==> src/design/rpp_pkg.sv <==
package rpp_pkg;

   localparam int unsigned VERSION_W = 16;
   localparam int unsigned INDEX_W   = 17;
   localparam int unsigned CSR_W     = 17;

   // configuration register indexes
   localparam logic CSR_EXPECTED_VERSION = 1'b0;
   localparam logic CSR_ARG_LIMIT        = 1'b1;

   localparam logic [VERSION_W-1:0] EXPECTED_VERSION_RESET = 16'd1;
   localparam logic [INDEX_W-1:0]   ARG_LIMIT_RESET        = 17'd65536;

   // result kinds
   localparam logic [1:0] KIND_BYTE   = 2'd0;
   localparam logic [1:0] KIND_EMPTY  = 2'd1;
   localparam logic [1:0] KIND_STATUS = 2'd2;

   // status codes
   localparam logic [2:0] ST_OK               = 3'd0;
   localparam logic [2:0] ST_SHORT_VERSION    = 3'd1;
   localparam logic [2:0] ST_VERSION_MISMATCH = 3'd2;
   localparam logic [2:0] ST_NO_COUNT         = 3'd3;
   localparam logic [2:0] ST_COUNT_TOO_LARGE  = 3'd4;
   localparam logic [2:0] ST_BAD_ARGUMENT     = 3'd5;
   localparam logic [2:0] ST_MISSING_WORKDIR  = 3'd6;
   localparam logic [2:0] ST_TRAILING_BYTES   = 3'd7;

   typedef struct packed {
      logic [7:0] data_byte;
      logic       has_byte;
      logic       end_of_payload;
   } req_payload_type;

   typedef struct packed {
      logic [1:0]         kind;
      logic [INDEX_W-1:0] arg_index;
      logic               is_workdir;
      logic [7:0]         string_byte;
      logic               string_end;
      logic [2:0]         status;
      logic               last;
   } rsp_payload_type;

endpackage

==> src/design/rpp_ifs.sv <==
interface rpp_req_if;
   import rpp_pkg::*;

   logic            valid;
   logic            ready;
   req_payload_type payload;

   modport source (output valid, output payload, input ready);
   modport sink   (input valid, input payload, output ready);
endinterface

interface rpp_rsp_if;
   import rpp_pkg::*;

   logic            valid;
   logic            ready;
   rsp_payload_type payload;

   modport source (output valid, output payload, input ready);
   modport sink   (input valid, input payload, output ready);
endinterface

==> src/design/request_payload_parser.sv <==
// Request payload parser.
// req_if carries one payload byte per request (data_byte with has_byte), or
// a bare end marker; end_of_payload closes the payload. rsp_if returns string
// bytes tagged with their string index, empty-string markers, and one final
// status result per payload (0 when valid, else an error code).
// csr_we/csr_index/csr_wdata write expected_version (index 0) and arg_limit
// (index 1); write them only while the block is idle.
// Throughput: one request per cycle while req_if.ready is high. Each request is
// parsed in the cycle it is accepted and its zero, one or two results are
// registered into a 4-entry result queue that feeds rsp_if in order.
// req_if.ready stays high while the queue has room for two results, since a
// request with a byte and an end marker pushes two results.
// If rsp_if stalls, req_if.ready drops once three or more results wait in the
// queue; requests that make no result are held as well. Nothing is dropped.
// Reset (synchronous) empties the queue, returns the parser to the version
// field and sets expected_version to 1 and arg_limit to 65536.
module request_payload_parser (
   input  logic                         clock,
   input  logic                         reset,
   rpp_req_if.sink                      req_if,
   rpp_rsp_if.source                    rsp_if,
   input  logic                         csr_we,
   input  logic                         csr_index,
   input  logic [rpp_pkg::CSR_W-1:0]    csr_wdata
);
   import rpp_pkg::*;

   typedef enum logic [2:0] {
      PH_VERSION,
      PH_COUNT,
      PH_ARGLEN,
      PH_ARGBYTES,
      PH_WDLEN,
      PH_WDBYTES,
      PH_DONE
   } phase_type;

   localparam int unsigned QDEPTH = 4;
   localparam int unsigned QPTR_W = $clog2(QDEPTH);
   localparam int unsigned QCNT_W = $clog2(QDEPTH + 1);

   logic [VERSION_W-1:0] expected_version_ff;
   logic [INDEX_W-1:0]   arg_limit_ff;

   phase_type            phase_ff, phase_in;
   logic [1:0]           field_cnt_ff, field_cnt_in;
   logic [23:0]          acc_ff, acc_in;
   logic [INDEX_W-1:0]   arg_count_ff, arg_count_in;
   logic [INDEX_W-1:0]   cur_string_ff, cur_string_in;
   logic [31:0]          bytes_left_ff, bytes_left_in;
   logic [2:0]           error_ff, error_in;

   rsp_payload_type      queue_ff [QDEPTH];
   logic [QPTR_W-1:0]    wr_ptr_ff, rd_ptr_ff;
   logic [QCNT_W-1:0]    q_cnt_ff;

   logic                 accept;
   logic                 take;
   logic                 is_end;
   logic [31:0]          field_val;
   logic                 wd;
   logic                 finish;
   logic [INDEX_W-1:0]   next_string;
   logic                 byte_res_valid;
   rsp_payload_type      byte_res;
   rsp_payload_type      status_res;
   logic [2:0]           final_status;
   rsp_payload_type      res0, res1;
   logic [1:0]           push_cnt;
   logic                 pop;

   assign req_if.ready = (q_cnt_ff <= QCNT_W'(QDEPTH - 2));
   assign accept       = req_if.valid && req_if.ready;
   assign take         = accept && req_if.payload.has_byte && (error_ff == ST_OK);
   assign is_end       = accept && req_if.payload.end_of_payload;
   assign field_val    = {acc_ff, req_if.payload.data_byte};
   assign next_string  = cur_string_ff + INDEX_W'(1);

   always_comb begin
      phase_in       = phase_ff;
      field_cnt_in   = field_cnt_ff;
      acc_in         = acc_ff;
      arg_count_in   = arg_count_ff;
      cur_string_in  = cur_string_ff;
      bytes_left_in  = bytes_left_ff;
      error_in       = error_ff;
      wd             = 1'b0;
      finish         = 1'b0;
      byte_res_valid = 1'b0;
      byte_res       = '0;

      if (take) begin
         case (phase_ff)
            PH_VERSION: begin
               if (field_cnt_ff != 2'd0) begin
                  if (field_val[15:0] != expected_version_ff) begin
                     error_in = ST_VERSION_MISMATCH;
                  end else begin
                     phase_in = PH_COUNT;
                  end
                  field_cnt_in = 2'd0;
                  acc_in       = '0;
               end else begin
                  field_cnt_in = field_cnt_ff + 2'd1;
                  acc_in       = field_val[23:0];
               end
            end
            PH_COUNT, PH_ARGLEN, PH_WDLEN: begin
               if (field_cnt_ff != 2'd3) begin
                  field_cnt_in = field_cnt_ff + 2'd1;
                  acc_in       = field_val[23:0];
               end else begin
                  field_cnt_in = 2'd0;
                  acc_in       = '0;
                  if (phase_ff == PH_COUNT) begin
                     // full 32-bit count against the limit
                     if (field_val > {15'd0, arg_limit_ff}) begin
                        error_in = ST_COUNT_TOO_LARGE;
                     end else begin
                        arg_count_in  = field_val[INDEX_W-1:0];
                        cur_string_in = '0;
                        phase_in      = (field_val == 32'd0) ? PH_WDLEN : PH_ARGLEN;
                     end
                  end else begin
                     wd = (phase_ff == PH_WDLEN);
                     if (field_val == 32'd0) begin
                        byte_res_valid       = 1'b1;
                        byte_res.kind        = KIND_EMPTY;
                        byte_res.arg_index   = cur_string_ff;
                        byte_res.is_workdir  = wd;
                        byte_res.string_end  = 1'b1;
                        finish               = 1'b1;
                     end else begin
                        bytes_left_in = field_val;
                        phase_in      = wd ? PH_WDBYTES : PH_ARGBYTES;
                     end
                  end
               end
            end
            PH_ARGBYTES, PH_WDBYTES: begin
               wd                   = (phase_ff == PH_WDBYTES);
               bytes_left_in        = bytes_left_ff - 32'd1;
               byte_res_valid       = 1'b1;
               byte_res.kind        = KIND_BYTE;
               byte_res.arg_index   = cur_string_ff;
               byte_res.is_workdir  = wd;
               byte_res.string_byte = req_if.payload.data_byte;
               byte_res.string_end  = (bytes_left_ff == 32'd1);
               finish               = (bytes_left_ff == 32'd1);
            end
            default: begin
               error_in = ST_TRAILING_BYTES;
            end
         endcase

         if (finish) begin
            if (wd) begin
               phase_in = PH_DONE;
            end else begin
               cur_string_in = next_string;
               phase_in      = (next_string >= arg_count_ff) ? PH_WDLEN : PH_ARGLEN;
            end
         end
      end

      // status follows from the state left after this request's byte
      if (error_in != ST_OK) begin
         final_status = error_in;
      end else begin
         case (phase_in)
            PH_VERSION:              final_status = ST_SHORT_VERSION;
            PH_COUNT:                final_status = ST_NO_COUNT;
            PH_ARGLEN, PH_ARGBYTES:  final_status = ST_BAD_ARGUMENT;
            PH_WDLEN, PH_WDBYTES:    final_status = ST_MISSING_WORKDIR;
            default:                 final_status = ST_OK;
         endcase
      end

      if (is_end) begin
         phase_in      = PH_VERSION;
         field_cnt_in  = 2'd0;
         acc_in        = '0;
         arg_count_in  = '0;
         cur_string_in = '0;
         bytes_left_in = '0;
         error_in      = ST_OK;
      end
   end

   always_comb begin
      status_res        = '0;
      status_res.kind   = KIND_STATUS;
      status_res.status = final_status;
      status_res.last   = 1'b1;

      res0 = byte_res;
      res1 = status_res;
      if (byte_res_valid && is_end) begin
         push_cnt = 2'd2;
      end else if (byte_res_valid) begin
         res0.last = 1'b1;
         push_cnt  = 2'd1;
      end else if (is_end) begin
         res0     = status_res;
         push_cnt = 2'd1;
      end else begin
         push_cnt = 2'd0;
      end
   end

   assign rsp_if.valid   = (q_cnt_ff != '0);
   assign rsp_if.payload = queue_ff[rd_ptr_ff];
   assign pop            = rsp_if.valid && rsp_if.ready;

   always_ff @(posedge clock) begin
      if (reset) begin
         expected_version_ff <= EXPECTED_VERSION_RESET;
         arg_limit_ff        <= ARG_LIMIT_RESET;
         phase_ff            <= PH_VERSION;
         field_cnt_ff        <= 2'd0;
         acc_ff              <= '0;
         arg_count_ff        <= '0;
         cur_string_ff       <= '0;
         bytes_left_ff       <= '0;
         error_ff            <= ST_OK;
         wr_ptr_ff           <= '0;
         rd_ptr_ff           <= '0;
         q_cnt_ff            <= '0;
      end else begin
         if (csr_we) begin
            case (csr_index)
               CSR_EXPECTED_VERSION: expected_version_ff <= csr_wdata[VERSION_W-1:0];
               CSR_ARG_LIMIT:        arg_limit_ff        <= csr_wdata[INDEX_W-1:0];
               default:              ;
            endcase
         end
         phase_ff      <= phase_in;
         field_cnt_ff  <= field_cnt_in;
         acc_ff        <= acc_in;
         arg_count_ff  <= arg_count_in;
         cur_string_ff <= cur_string_in;
         bytes_left_ff <= bytes_left_in;
         error_ff      <= error_in;
         wr_ptr_ff     <= wr_ptr_ff + QPTR_W'(push_cnt);
         rd_ptr_ff     <= rd_ptr_ff + QPTR_W'(pop);
         q_cnt_ff      <= q_cnt_ff + QCNT_W'(push_cnt) - QCNT_W'(pop);
      end
   end

   always_ff @(posedge clock) begin
      if (push_cnt != 2'd0) begin
         queue_ff[wr_ptr_ff] <= res0;
      end
      if (push_cnt == 2'd2) begin
         queue_ff[wr_ptr_ff + QPTR_W'(1)] <= res1;
      end
   end

endmodule

==> src/flat_wrapper.sv <==
// flat-port wrapper written by rule: the top's interface ports become plain ports
module request_payload_parser_flat import rpp_pkg::*;
  (clock, reset, csr_we, csr_index, csr_wdata, req_if_valid, req_if_payload, req_if_ready, rsp_if_valid, rsp_if_payload, rsp_if_ready);
  rpp_req_if req_if_i ();
  rpp_rsp_if rsp_if_i ();
  input  logic clock;
  input  logic reset;
  input  logic csr_we;
  input  logic csr_index;
  input  logic [rpp_pkg::CSR_W-1:0] csr_wdata;
  input wire logic [$bits(req_if_i.valid)-1:0] req_if_valid;
  input wire logic [$bits(req_if_i.payload)-1:0] req_if_payload;
  output wire logic [$bits(req_if_i.ready)-1:0] req_if_ready;
  output wire logic [$bits(rsp_if_i.valid)-1:0] rsp_if_valid;
  output wire logic [$bits(rsp_if_i.payload)-1:0] rsp_if_payload;
  input wire logic [$bits(rsp_if_i.ready)-1:0] rsp_if_ready;
  assign req_if_i.valid = req_if_valid;
  assign req_if_i.payload = req_if_payload;
  assign req_if_ready = req_if_i.ready;
  assign rsp_if_valid = rsp_if_i.valid;
  assign rsp_if_payload = rsp_if_i.payload;
  assign rsp_if_i.ready = rsp_if_ready;
  request_payload_parser u_core (.clock(clock), .reset(reset), .req_if(req_if_i), .rsp_if(rsp_if_i), .csr_we(csr_we), .csr_index(csr_index), .csr_wdata(csr_wdata));
endmodule
==> config.mk <==
export PLATFORM = sky130hd
export DESIGN_NAME = request_payload_parser_flat
export DESIGN_NICKNAME = d
export VERILOG_FILES = /design/src/design/rpp_pkg.sv /design/src/design/rpp_ifs.sv /design/src/design/request_payload_parser.sv /design/src/flat_wrapper.sv
export SDC_FILE = /design/constraint.sdc
export NUM_CORES = 1
export LEC_CHECK = 0
export BUFFER_PORTS_ARGS = -buffer_cell sky130_fd_sc_hd__buf_2
export CORE_AREA = 4 4 152 154
export DETAILED_ROUTE_END_ITERATION = 16
export DIE_AREA = 0 0 156 158
export MAX_ROUTING_LAYER = met4
export PLACE_DENSITY = 0.78
export SLEW_MARGIN = 20
export SYNTH_ARGS = -nofsm -noshare
export SYNTH_HDL_FRONTEND = slang
export SYNTH_SLANG_ARGS = --single-unit
==> constraint.sdc <==
create_clock -name clock -period 5.15 [get_ports clock]
set_clock_uncertainty 0.1 [all_clocks]
set_input_delay 0.2575 -clock clock [delete_from_list [all_inputs] [get_ports clock]]
set_output_delay 0.2575 -clock clock [all_outputs]
set_load 0.005 [all_outputs]
* Word level (Yosys, flattened, before mapping) *
Memories as Yosys holds them, arrays and structs flattened. A register that Yosys moved wholly into a read port is not among the register bits.
Cells that the tools add are included.

storage, ports and cells
  bits in registers = 138
  memory bits (writable) = 132
  input port bits = 33
  output and inout bits = 35
  logic and storage cells = 137
  memories kept = 1

cells by class
  $add $sub $neg = 8
  magnitude comparators = 3
  equal/unequal tests = 17
  mux-type cells = 67
  bitwise gates (word level) = 3
  reductions and logical operators = 26

memory list
  name             words  width  rd ports  clocked after memory_dff  wr ports  RTL line                      text
  u_core.queue_ff  4      33     1         1                         2         request_payload_parser.sv:53  rsp_payload_type queue_ff [QDEPTH];

operator list
  kind                   count
  $mux 32                4
  $mux 17                6
  $mux 33                2
  $pmux 32 s2            1
  $mux 3                 19
  $mux 24                2
  $pmux 24 s2            1
  $pmux 20 s2            1
  $mux 19                2
  $eq 32x1->1 const B    1
  $gt 32x17->1           1
  $logic_not 32->1       1
  $sub 32x1->32 const B  1
  $mux 29                1
  $mux 20                1
  $add 17x1->17 const B  1
  $ge 17x17->1           1
  $ne 16x16->1           1
  $mux 1                 15
  $eq 3x2->1 const B     4
  $eq 3x3->1 const B     4
  $pmux 3 s4             1
  $reduce_and 5->1       2
  $logic_not 3->1        3
  other kinds (22)       48

* Logic depth before layout (Yosys ltp) *
  depth after elaboration = 15
  gate-level depth with buffers = 16
  depth with buffers taken out = 15

* Worst setup path before layout *
Ideal clock, no wire load.

  path kind = register to register
  start = reg u_core.cur_string_ff[3]
  end = mem u_core.queue_ff[1][3] in the netlist's numbering, data pin
  library setup time = 180 ps
  data arrival time = 3394 ps
  setup slack = 1476 ps
  cell stages (with the launch flop) = 17
  path buffers = 1
  path through = dfxtp_1 > clkbuf_1 > and4_1 > nand4_1 > nor3_1 > and3_1 > nand3_1 > xnor2_1 > ha_1 > nor4_1 > o211ai_1 > a21oi_1 > a32oi_1 > o2bb2ai_1 > a21o_4 > xor2_4 > o41ai_2

RTL lines
  element                   RTL line                       text
  start: declaration        request_payload_parser.sv:49   logic [INDEX_W-1:0] cur_string_ff, cur_string_in;
  start signal: assignment  request_payload_parser.sv:241  cur_string_ff <= cur_string_in;
  end: declaration          request_payload_parser.sv:53

==> out/qor.yml <==
gp_congestion: 0.8831
rsz0062_at_grt: "false"
cts_hold_buf: 20
setup_violations: 0
synthCells: 1422
yosysSeqAreaShare_pct: 42.99
syn_nets: 1503
async_reset_ff_share_pct: 0
post-dp-hpwl_mm: 21.82
die-height_um: 158
numCtsBuffers: 28
syn-cell-area_um2: 12850
end_kind: "flip-flop"
area_growth_syn_to_layout_pct: 12.17
clkLatencyLatePin_ns: 0.57
maxCapViolCount: 0
first_iter_violations: 855
path_max_fanout: 11
clockBufferDepth: 3
antenna_found_initial: 0
grt-ovfl-total: 0
ir_worst_vdd_uv: 294.3
tightest_slew_ns: 1.116
layout_min_cycle_time_ns: 4.290
arrival_ns: 4.56
p_leak_nw: 5.478
tns_ns: 0
path_class: "reg -> reg"
grt_pass1_vias: 10560
syn_area_per_cell_um2: 9.038
die_area_um2: 24650
fmax_mhz: 233.1
status: "completed"
cts_resized: 0
ioPinCount: 68
report.final.slew_viol_count: 0
h-tree-depth: 1
start_kind: "flip-flop"
hold_class: "in -> reg"
cts_tree: "done"
rows: 54
dp_cells: 1681
drc: 0
cts_root_buf: "clkbuf_16"
ant_nets: 0
layout_commonest_cell: "dfxtp_1"
required_ns: 5.42
initial_core_util_pct: 59.26
grt_use_total_pct: 27.39
layout_common_cells: "dfxtp_1 (257), nand2_1 (180), nor2_1 (114)"
portBuffers: 67
ys_types: 68
slew_headroom_pct: 25.58
num_vias: 11000
post_cts_buffers: 0
stdcell_count: 1751
nets: 1532
reg2reg_setup_slack_ns: 0.86
wl_per_cell_um: 19.09
finalCritPeriodShare_pct: 83.31
synth_edf_count: 12
routed_via_density: 6.282
drive_gt1_share_pct: 12.44
coreArea_um2: 21690
synth-seq-cells: 270
finalPower_mw: 4.835
clkTransAtPathRegs_ns: 0.06
wl_mm: 33.43
hold_violations: 0
synth_ff_type: "dfxtp_1"
grt_pass1_wl_mm: 53.95
dr.pass1.iters: 5
die_w_um: 156
p_per_area_nw_per_um2: 335.4
grt_max_degree: 99
cts.sinks: 270
synth_warnings: 0
num_antenna_cells: 0
logic make-up (layout without fill, tap and decap cells):
kind of cell    count (synthesis)  in the layout  synth area share [%]
simple gates                  464            464                 17.05
compound gates                393            393                 21.19
xor+xnor                       40             40                 2.872
buf+inv                       171            220                 5.140
fa+ha+maj                      48             48                 4.731
mux                            36             36                 6.026
flops                         270            270                 42.99
layer usage:
layer | part of all wire, % | vias up | GRT usage [%]
met2 | 47 | 406 | 44.26
met3 | 6.8 | 91 | 4.511
met5 | 0 | - | -
li1 | - | 5201 | -
met1 | 42 | 5301 | 34.74
met4 | 3.4 | 0 | 10.38
final timing paths:
check                     startpoint                       to  cells past startpoint
max reg2reg  u_core.cur_string_ff[2]    u_core.queue_ff[2][3]                     14
min                req_if_payload[2]   u_core.arg_count_ff[0]                      3
min reg2reg  u_core.arg_count_ff[13]  u_core.arg_count_ff[13]                      2
max          u_core.cur_string_ff[2]    u_core.queue_ff[2][3]                     14
synthesized netlist by cell type, drive strengths merged, types with 7 or more instances:
cell	n	area, um2
nand3	17	85.08
or3	12	75.07
dfxtp	258	5165
edfxtp	12	360.4
buf	16	77.57
nand3b	12	90.09
a22o	101	884.6
nor2b	10	62.56
nand4	17	106.4
inv	61	229.0
and2	13	83.84
xor2	12	123.9
o21ai	65	325.3
ha	47	588.1
nor2	115	434.2
o22a	8	70.07
a211oi	12	90.09
nor3	24	120.1
clkbuf	94	354.1
mux4	33	743.2
nand2	180	675.7
nor4	22	137.6
o32ai	7	61.31
o31ai	11	87.58
or4	7	63.81
nand2b	9	63.81
a21oi	108	548.0
xnor2	28	245.2
and3	12	75.07
a22oi	36	270.3
worst max-delay path: stages (launching register included):
cell and delay, ns:
dfxtp_1 0.54, and4_1 0.33, nand4_1 0.19, nor3_1 0.39
and3_1 0.27, xor2_1 0.20, ha_1 0.29, nand4_1 0.10
o22ai_1 0.09, o31ai_1 0.35, a32oi_1 0.24, o2bb2ai_1 0.19
a21o_4 0.25, xor2_4 0.18, o41ai_2 0.38
per-stage QoR:
stage                     hold WS [ns]  cell area, um2  setup WS [ns]  utilization [%]
after floorplan                 0.2818           12850          1.476                -
after global placement          0.3302           13280          1.153            61.25
after detailed placement        0.3449           13280          1.026            61.25
after CTS                     0.008833           14410         0.9173            66.42
after global routing           0.02978           14420         0.5082            66.47
final                          0.02634           14420         0.8597            66.47
power breakdown:
part,switching (mW),internal (mW)
Clock,0.842,1.18
Sequential,0.0537,2.17
Combinational,0.342,0.248
area by class of cell:
class / count / area (um2)
fill: 1722 / 7272
timing repair buffer: 109 / 700.7
tap: 280 / 350.3
clock buffer: 42 / 803.3
clock inverter: 8 / 118.9
multi-input combinational: 981 / 6688
sequential: 270 / 5527
inverter: 61 / 229.0
flip-flops by register name, summed over array words and instances, names as in the netlist:
signal,flops
u_core.queue_ff,132
u_core.bytes_left_ff,32
u_core.acc_ff,24
u_core.arg_count_ff,17
u_core.arg_limit_ff,17
u_core.cur_string_ff,17
u_core.expected_version_ff,16
u_core.error_ff,3
u_core.phase_ff,3
u_core.q_cnt_ff,3
u_core.field_cnt_ff,2
u_core.rd_ptr_ff,2
u_core.wr_ptr_ff,2
No activity file was read; power rests on OpenSTA's default activity.
